`config.mk`:
```
export PLATFORM = sky130hd
export DESIGN_NAME = utf8_check_json_escape_unit
export DESIGN_NICKNAME = d
export VERILOG_FILES = /design/src/rtl/core/u8jesc_pkg.sv /design/src/rtl/core/u8jesc_front.sv /design/src/rtl/core/u8jesc_fifo.sv /design/src/rtl/core/u8jesc_back.sv /design/src/rtl/core/utf8_check_json_escape_unit.sv
export SDC_FILE = /design/constraint.sdc
export NUM_CORES = 1
export LEC_CHECK = 0
export BUFFER_PORTS_ARGS = -buffer_cell sky130_fd_sc_hd__buf_2
export CORE_MARGIN = 3
export CORE_UTILIZATION = 45
export DETAILED_ROUTE_END_ITERATION = 10
export PLACE_DENSITY = 0.67
export SLEW_MARGIN = 20
export SYNTH_ARGS = -nofsm -noshare
export SYNTH_HDL_FRONTEND = slang
export SYNTH_SLANG_ARGS = --single-unit
```
`constraint.sdc`:
```
create_clock -name clk -period 6.5 [get_ports clk]
set_input_delay 1.3 -clock clk [delete_from_list [all_inputs] [get_ports clk]]
set_output_delay 1.3 -clock clk [all_outputs]
set_load 0.005 [all_outputs]
```
`src/rtl/core/u8jesc_pkg.sv`:
```
// Shared types, codes and escape helpers for the UTF-8 check / JSON escape unit.
package u8jesc_pkg;

  // Input word: one raw byte of the stream.
  typedef struct packed {
    logic [7:0] in_byte;
    logic       stream_end;
  } in_word_t;

  // Output word: one result item.
  typedef struct packed {
    logic [7:0] out_byte;
    logic       has_byte;
    logic       run_end;
    logic [1:0] status;
  } out_word_t;

  // Job kinds handed from front to back.
  localparam logic [1:0] MODE_PASS = 2'd0;  // one byte as is
  localparam logic [1:0] MODE_ESC2 = 2'd1;  // backslash + escape letter
  localparam logic [1:0] MODE_ESC6 = 2'd2;  // backslash-u-00XX
  localparam logic [1:0] MODE_FAIL = 2'd3;  // invalid sequence status word

  // Status codes.
  localparam logic [1:0] STATUS_OK    = 2'd0;
  localparam logic [1:0] STATUS_BAD   = 2'd1;
  localparam logic [1:0] STATUS_TRUNC = 2'd2;

  // Scan phases of the decoder.
  localparam logic [2:0] PH_START = 3'd0;
  localparam logic [2:0] PH_2B1   = 3'd1;
  localparam logic [2:0] PH_3B1   = 3'd2;
  localparam logic [2:0] PH_3B2   = 3'd3;
  localparam logic [2:0] PH_4B1   = 3'd4;
  localparam logic [2:0] PH_4B2   = 3'd5;
  localparam logic [2:0] PH_4B3   = 3'd6;
  localparam logic [2:0] PH_SPARE = 3'd7;  // never entered, acts as PH_START

  // Code point limits.
  localparam logic [20:0] CP_MIN2  = 21'd128;
  localparam logic [20:0] CP_MIN3  = 21'd2048;
  localparam logic [20:0] CP_MIN4  = 21'd65536;
  localparam logic [20:0] SURR_LO  = 21'h00D800;
  localparam logic [20:0] SURR_HI  = 21'h00DFFF;

  // Characters used in escapes.
  localparam logic [7:0] CH_BSLASH = 8'h5C;
  localparam logic [7:0] CH_U      = 8'h75;
  localparam logic [7:0] CH_ZERO   = 8'h30;

  // Work item between front and back.
  typedef struct packed {
    logic [1:0] mode;
    logic [7:0] data;  // byte, escape letter or raw control byte
    logic       tail;  // append a truncated-stream status word
  } job_t;

  // Classify an ASCII byte into its escape form.
  function automatic job_t ascii_job(input logic [7:0] c, input logic tail);
    job_t j;
    j.tail = tail;
    j.data = c;
    j.mode = MODE_PASS;
    unique case (c)
      8'h22, 8'h5C, 8'h2F: j.mode = MODE_ESC2;
      8'h0A: begin j.mode = MODE_ESC2; j.data = 8'h6E; end
      8'h09: begin j.mode = MODE_ESC2; j.data = 8'h74; end
      8'h0C: begin j.mode = MODE_ESC2; j.data = 8'h66; end
      8'h0D: begin j.mode = MODE_ESC2; j.data = 8'h72; end
      8'h08: begin j.mode = MODE_ESC2; j.data = 8'h62; end
      default: begin
        if (c[7:5] == 3'b000) j.mode = MODE_ESC6;
      end
    endcase
    return j;
  endfunction

  // Lowercase hex digit of a nibble.
  function automatic logic [7:0] hex_char(input logic [3:0] v);
    logic [7:0] r;
    if (v < 4'd10) r = 8'h30 + {4'd0, v};
    else r = 8'h57 + {4'd0, v};
    return r;
  endfunction

endpackage

```
`src/rtl/core/u8jesc_front.sv`:
```
// Front end: UTF-8 decoder that turns each byte into a job for the back end.
module u8jesc_front (
  input  logic                  clk,
  input  logic                  rst,
  input  logic                  byte_valid,
  output logic                  byte_stall,
  input  u8jesc_pkg::in_word_t  byte_word,
  output logic                  push,
  output u8jesc_pkg::job_t      push_job,
  input  logic                  q_full
);

  localparam logic [2:0] PH_START_L = u8jesc_pkg::PH_START;

  logic [2:0]  phase, phase_next;
  logic [20:0] cp, cp_next;
  logic        err;

  logic [7:0]  c;
  logic [5:0]  low6;
  logic        cont, bad, tail, acc;
  logic [20:0] cp_upd;

  assign c    = byte_word.in_byte;
  assign low6 = c[5:0];
  assign cont = (c[7:6] == 2'b10);

  // Stall only while the queue is full and a job would be produced
  assign byte_stall = q_full && !err;
  assign acc = byte_valid && !byte_stall;

  // Decode step
  always_comb begin
    bad        = 1'b0;
    phase_next = PH_START_L;
    cp_upd     = cp;
    unique case (phase)
      u8jesc_pkg::PH_2B1: begin
        cp_upd = cp | {15'd0, low6};
        bad = !cont || (cp_upd < u8jesc_pkg::CP_MIN2);
      end
      u8jesc_pkg::PH_3B1: begin
        cp_upd = cp | {9'd0, low6, 6'd0};
        bad = !cont;
        phase_next = u8jesc_pkg::PH_3B2;
      end
      u8jesc_pkg::PH_3B2: begin
        cp_upd = cp | {15'd0, low6};
        bad = !cont || (cp_upd < u8jesc_pkg::CP_MIN3) ||
              ((cp_upd >= u8jesc_pkg::SURR_LO) && (cp_upd <= u8jesc_pkg::SURR_HI));
      end
      u8jesc_pkg::PH_4B1: begin
        cp_upd = cp | {3'd0, low6, 12'd0};
        bad = !cont;
        phase_next = u8jesc_pkg::PH_4B2;
      end
      u8jesc_pkg::PH_4B2: begin
        cp_upd = cp | {9'd0, low6, 6'd0};
        bad = !cont;
        phase_next = u8jesc_pkg::PH_4B3;
      end
      u8jesc_pkg::PH_4B3: begin
        cp_upd = cp | {15'd0, low6};
        bad = !cont || (cp_upd < u8jesc_pkg::CP_MIN4);
      end
      default: begin
        // start of a sequence (unused phase behaves the same)
        if (!c[7]) begin
          cp_upd = '0;
        end else if (c[7:5] == 3'b110) begin
          cp_upd = {10'd0, c[4:0], 6'd0};
          phase_next = u8jesc_pkg::PH_2B1;
        end else if (c[7:4] == 4'b1110) begin
          cp_upd = {5'd0, c[3:0], 12'd0};
          phase_next = u8jesc_pkg::PH_3B1;
        end else if (c[7:3] == 5'b11110) begin
          cp_upd = {c[2:0], 18'd0};
          phase_next = u8jesc_pkg::PH_4B1;
        end else begin
          bad = 1'b1;
        end
      end
    endcase
  end

  assign tail = byte_word.stream_end && (phase_next != PH_START_L);

  // Job built for the back end
  always_comb begin
    if (bad) begin
      push_job.mode = u8jesc_pkg::MODE_FAIL;
      push_job.data = '0;
      push_job.tail = 1'b0;
    end else if (((phase == PH_START_L) || (phase == u8jesc_pkg::PH_SPARE)) && !c[7]) begin
      push_job = u8jesc_pkg::ascii_job(c, tail);
    end else begin
      push_job.mode = u8jesc_pkg::MODE_PASS;
      push_job.data = c;
      push_job.tail = tail;
    end
  end

  assign push = acc && !err;

  // Next decoder state
  assign cp_next = (bad || tail) ? '0 : cp_upd;

  always_ff @(posedge clk) begin
    if (rst) begin
      phase <= PH_START_L;
      cp    <= '0;
      err   <= 1'b0;
    end else if (push) begin
      phase <= (bad || tail) ? PH_START_L : phase_next;
      cp    <= cp_next;
      err   <= bad || tail;
    end
  end

endmodule

```
`src/rtl/core/u8jesc_fifo.sv`:
```
// Short job queue between the decoder and the output expander.
module u8jesc_fifo #(
  parameter int DEPTH = 2
) (
  input  logic              clk,
  input  logic              rst,
  input  logic              push,
  input  u8jesc_pkg::job_t  push_job,
  output logic              full,
  input  logic              pop,
  output logic              head_valid,
  output u8jesc_pkg::job_t  head_job
);

  localparam int AW = (DEPTH > 1) ? $clog2(DEPTH) : 1;
  localparam int CW = $clog2(DEPTH + 1);
  localparam logic [AW-1:0] LAST = AW'(DEPTH - 1);
  localparam logic [CW-1:0] FULL_CNT = CW'(DEPTH);

  u8jesc_pkg::job_t mem [DEPTH];
  logic [AW-1:0] wr_ptr, rd_ptr;
  logic [CW-1:0] count;

  assign full       = (count == FULL_CNT);
  assign head_valid = (count != '0);
  assign head_job   = mem[rd_ptr];

  // Storage
  always_ff @(posedge clk) begin
    if (push) mem[wr_ptr] <= push_job;
  end

  // Pointers and fill count
  always_ff @(posedge clk) begin
    if (rst) begin
      wr_ptr <= '0;
      rd_ptr <= '0;
      count  <= '0;
    end else begin
      if (push) wr_ptr <= (wr_ptr == LAST) ? '0 : wr_ptr + 1'b1;
      if (pop)  rd_ptr <= (rd_ptr == LAST) ? '0 : rd_ptr + 1'b1;
      if (push && !pop) count <= count + 1'b1;
      else if (pop && !push) count <= count - 1'b1;
    end
  end

endmodule

```
`src/rtl/core/u8jesc_back.sv`:
```
// Back end: expands each job into output words behind an output register.
module u8jesc_back (
  input  logic                   clk,
  input  logic                   rst,
  input  logic                   head_valid,
  input  u8jesc_pkg::job_t       head_job,
  output logic                   pop,
  output logic                   res_valid,
  input  logic                   res_stall,
  output u8jesc_pkg::out_word_t  res_word
);

  logic [2:0] idx;
  logic [2:0] nmain;
  logic       load, last_word;
  u8jesc_pkg::out_word_t w;

  assign load = head_valid && (!res_valid || !res_stall);

  // Number of data words of the job
  always_comb begin
    unique case (head_job.mode)
      u8jesc_pkg::MODE_ESC2: nmain = 3'd2;
      u8jesc_pkg::MODE_ESC6: nmain = 3'd6;
      default:               nmain = 3'd1;
    endcase
  end

  // Word at the current position
  always_comb begin
    w.out_byte = '0;
    w.has_byte = 1'b0;
    w.status   = u8jesc_pkg::STATUS_OK;
    last_word  = 1'b1;
    if (head_job.mode == u8jesc_pkg::MODE_FAIL) begin
      w.status = u8jesc_pkg::STATUS_BAD;
    end else if (idx >= nmain) begin
      w.status = u8jesc_pkg::STATUS_TRUNC;
    end else begin
      w.has_byte = 1'b1;
      last_word  = (idx == nmain - 3'd1) && !head_job.tail;
      unique case (head_job.mode)
        u8jesc_pkg::MODE_ESC2:
          w.out_byte = (idx == 3'd0) ? u8jesc_pkg::CH_BSLASH : head_job.data;
        u8jesc_pkg::MODE_ESC6: begin
          unique case (idx)
            3'd0: w.out_byte = u8jesc_pkg::CH_BSLASH;
            3'd1: w.out_byte = u8jesc_pkg::CH_U;
            3'd4: w.out_byte = u8jesc_pkg::hex_char({3'd0, head_job.data[4]});
            3'd5: w.out_byte = u8jesc_pkg::hex_char(head_job.data[3:0]);
            default: w.out_byte = u8jesc_pkg::CH_ZERO;
          endcase
        end
        default: w.out_byte = head_job.data;
      endcase
    end
    w.run_end = last_word;
  end

  assign pop = load && last_word;

  // Position within the job
  always_ff @(posedge clk) begin
    if (rst) idx <= '0;
    else if (load) idx <= last_word ? '0 : idx + 3'd1;
  end

  // Output register
  always_ff @(posedge clk) begin
    if (rst) res_valid <= 1'b0;
    else if (load) res_valid <= 1'b1;
    else if (!res_stall) res_valid <= 1'b0;
  end

  always_ff @(posedge clk) begin
    if (load) res_word <= w;
  end

endmodule

```
`src/rtl/core/utf8_check_json_escape_unit.sv`:
```
// Top level of the UTF-8 check and JSON string escape unit.
// Takes one byte per cycle while the queue has room and decodes it at once;
// the job it yields goes into a short queue (QUEUE_DEPTH jobs) read by the
// output expander, which issues one output word per cycle while unstalled:
// one word for a pass-through byte or an error word, two for a backslash
// pair, six for a backslash-u-00XX escape, plus a status word when a stream
// ends inside a sequence. Sustained input rate is thus one byte per cycle
// on unstalled plain text and is set by the expander's word count on
// escapes. After any status word the unit keeps accepting bytes but drops
// them until reset. Jobs are registered in the queue, words at the output.
module utf8_check_json_escape_unit #(
  parameter int QUEUE_DEPTH = 2
) (
  input  logic                   clk,
  input  logic                   rst,
  input  logic                   byte_valid,
  output logic                   byte_stall,
  input  u8jesc_pkg::in_word_t   byte_word,
  output logic                   res_valid,
  input  logic                   res_stall,
  output u8jesc_pkg::out_word_t  res_word
);

  logic             push, q_full, pop, head_valid;
  u8jesc_pkg::job_t push_job, head_job;

  u8jesc_front u_front (
    .clk        (clk),
    .rst        (rst),
    .byte_valid (byte_valid),
    .byte_stall (byte_stall),
    .byte_word  (byte_word),
    .push       (push),
    .push_job   (push_job),
    .q_full     (q_full)
  );

  u8jesc_fifo #(.DEPTH(QUEUE_DEPTH)) u_fifo (
    .clk        (clk),
    .rst        (rst),
    .push       (push),
    .push_job   (push_job),
    .full       (q_full),
    .pop        (pop),
    .head_valid (head_valid),
    .head_job   (head_job)
  );

  u8jesc_back u_back (
    .clk        (clk),
    .rst        (rst),
    .head_valid (head_valid),
    .head_job   (head_job),
    .pop        (pop),
    .res_valid  (res_valid),
    .res_stall  (res_stall),
    .res_word   (res_word)
  );

  // A status word never carries data and always closes its run
  a_status_word: assert property (@(posedge clk) disable iff (rst)
    res_valid && (res_word.status != u8jesc_pkg::STATUS_OK)
      |-> !res_word.has_byte && res_word.run_end)
    else $error("status word carries data or does not end its run");

  // Input stalls only when the job queue is full
  a_stall_full: assert property (@(posedge clk) disable iff (rst)
    byte_stall |-> q_full)
    else $error("input stalled with room in the queue");

  // A job leaves the queue only when one is present
  a_pop_valid: assert property (@(posedge clk) disable iff (rst)
    pop |-> head_valid)
    else $error("queue popped while empty");

endmodule
```
==> results.toml <==
[yosys]
yosysWarnings = 0
yosysSeqAreaShare_pct = 49.3
yosysUniqueCellTypes = 50
synth_edf_count = 34
synth_top_area_cell = "edfxtp_1"
synth_top_cell_area_share_pct = 32.3
synth_area_leaders = "edfxtp_1, dfxtp_1, nor2_1"
syn_nets = 348
ys.flop_type = "edfxtp_1"
avgSynthCellArea_um2 = 9.77
synthArstFlopShare_pct = 0
synth_area_mm2 = 0.00316
syn_inst = 324
synth_seq_cells = 61

[route]
wire_per_inst_um = 13.6
ant_nets = 0
wl_um = 6020
first_iter_violations = 80
first_pass_iters = 4
drcViolationCount = 0
vias = 2406
viasPerCell = 5.44

[timing]
rsz0062_at_grt = "false"
setup_violations = 0
fin_skew_ns = 0.00968
slew_viol_final = 0
period_minus_slack_ns = 3.75
fmax_mhz = 267
tns_ns = 0
hold_violations = 0
fin_crit_sh_pct = 57.6
setup_slack_ns = 2.75
relSlewSlack_pct = 41.6
worst_slew_pin_slew_ns = 0.872

[clocking]
insertion_delay_ns = 0.33
clkTransAtPathRegs_ns = 0.06
cts_setup_buffers = 0
cts-root-buf = "clkbuf_8"
clock_sinks = 61
cts_buffers = 9
clock_path_buffers = 2
cts_hold_buf = 0
htreeDepth = 3
cts_tree = "yes"
cts_resized = 0

[worst_setup_path]
crit_required_ns = 6.76
crit_arrival_ns = 4.00
start_kind = "flip-flop"
path_max_fanout = 11
worst-setup-path-type = "reg -> reg"
cp-end-kind = "flip-flop"
rr_worst_depth = 12

[power_and_ir_drop]
ir_worst_vdd_uv = 121
power_leakage_nw = 1.40
power_density_mw_per_mm2 = 418

[placed_design]
gp_congestion = 0.865
dp.final_hpwl_um = 4220
io_buffer_count = 26
dp.cells = 426
pre_cts_ws_ns = 2.77

[global_route]
grt_pass1_vias = 2168
grt_pass1_wl_um = 10100
grt_usage_pct = 15.4
grt_max_degree = 17
grt_overflow = 0
antenna_found_initial = 0

[min_path]
min_path_type = "reg -> reg"
holdPathStages = 2

[finish]
final_core_util_pct = 53.6
area_growth_pct = 11.3
final_cells = 442
antenna_cells = 0
seq_area_mm2 = 0.00156
nNetsFinal = 368
fill_cells = 602
drive_gt1_share_pct = 13.8
multi_input_area_mm2 = 0.00145

[flow_run]
drv_cap = 0

[floorplanning]
initial_utilization_pct = 48.2
rows = 29
chipHeight_um = 89.9
core_area_mm2 = 0.00657
io_pins = 27
die_w_um = 89.9
die_area_mm2 = 0.00807

[outcome]
outcome = "complete, no violations"
[worst max-delay path, stage by stage, from the launching register on]
cell	delay, ns
dfxtp_1	0.70
mux2i_1	0.30
inv_1	0.08
ha_1	0.39
ha_1	0.34
nand2b_1	0.14
a21o_1	0.19
a211o_1	0.43
o21a_1	0.27
inv_1	0.06
ha_1	0.25
or3_1	0.38
a21oi_1	0.16
[worst paths after layout]
kind	slack, ns	end	startpoint
min	0.47	u_back.res_valid$_SDFFE_PP0P_	u_back.res_valid$_SDFFE_PP0P_
max	2.75	u_fifo.count[1]$_SDFFE_PP0P_	flip-flop
max reg2reg	2.75	u_fifo.count[1]$_SDFFE_PP0P_	flip-flop
min reg2reg	0.47	u_back.res_valid$_SDFFE_PP0P_	u_back.res_valid$_SDFFE_PP0P_
[sequential cells by signal, indices dropped and copies added (netlist names), named ones only]
name and flops:
u_fifo.wr_ptr 1, u_fifo.rd_ptr 1, u_front.phase 3, u_front.cp 14, u_front.err 1, u_fifo.count 2
u_back.res_word 12, u_back.idx 3, u_back.res_valid 1, u_fifo.mem 22
[cell usage after synthesis (3+ instances only)]
| cell type | count |
|---|---|
| buf_2 | 5 |
| inv_1 | 17 |
| nand4_1 | 3 |
| edfxtp_1 | 34 |
| and4b_1 | 3 |
| a22o_1 | 11 |
| or3_1 | 3 |
| nand2b_1 | 5 |
| xor2_1 | 5 |
| o21ai_0 | 14 |
| mux2i_1 | 12 |
| dfxtp_1 | 27 |
| nor2_1 | 42 |
| xnor2_1 | 3 |
| clkbuf_1 | 11 |
| and3_1 | 4 |
| nand3_1 | 6 |
| a21oi_1 | 23 |
| ha_1 | 11 |
| nand2_1 | 24 |
| nor3_1 | 7 |
| a22oi_1 | 4 |
| o21a_1 | 5 |
| or4_1 | 3 |
| or2_2 | 4 |
| nor2b_1 | 6 |
[power by group]
group | total, W | switching [W] | internal [W]
combinational | 0.000561 | 0.000324 | 0.000237
clock | 0.000326 | 0.000140 | 0.000187
sequential | 0.000583 | 0.0000470 | 0.000536
total | 0.00147 | 0.000511 | 0.000959
[cell usage in the layout (no fill, tap or decap), types with 5 or more instances in the layout]
master    netlist  routed
nor2_1         42      42
edfxtp_1       34      34
dfxtp_1        27      27
buf_2           5      26
nand2_1        24      24
a21oi_1        23      23
inv_1          17      17
o21ai_0        14      14
mux2i_1        12      12
a22o_1         11      11
ha_1           11      11
clkbuf_8        0      10
nor3_1          7       7
nand3_1         6       6
nor2b_1         6       6
nand2b_1        5       5
o21a_1          5       5
xor2_1          5       5
[layer usage]
layer	share of wire, %	vias up	global-route usage, %
li1	-	1208	-
met5	0	-	0
met1	48	1120	20.1
met4	1.3	0	6.51
met3	5.7	7	5.18
met2	45	71	23.4
[layout make-up]
class                   count  area share [%]
multi-input cells         228            41.2
inverters                  17            1.81
flip-flops and latches     61            44.3
well taps                  93            3.30
repair buffers             27            3.91
clock buffers              12            4.12
clock inverters             4            1.31
[cell families after synthesis]
logic type / after synthesis / share of synthesized area (%)
simple gates: 120 / 18.9
compound gates: 76 / 16.2
flops: 61 / 49.3
buf+inv: 35 / 4.82
mux: 13 / 4.15
fa+ha+maj: 11 / 4.35
xor+xnor: 8 / 2.21
[through the flow]
step / hold WS [ns] / power [W] / cell area (µm²)
floorplan: 0.433 / 0.00101 / 3160
global placement: 0.446 / 0.00114 / 3330
detailed placement: 0.453 / 0.00115 / 3330
CTS: 0.480 / 0.00149 / 3520
global route: 0.498 / 0.00158 / 3520
finish: 0.472 / 0.00147 / 3520
(Power assumes the default switching activity.)
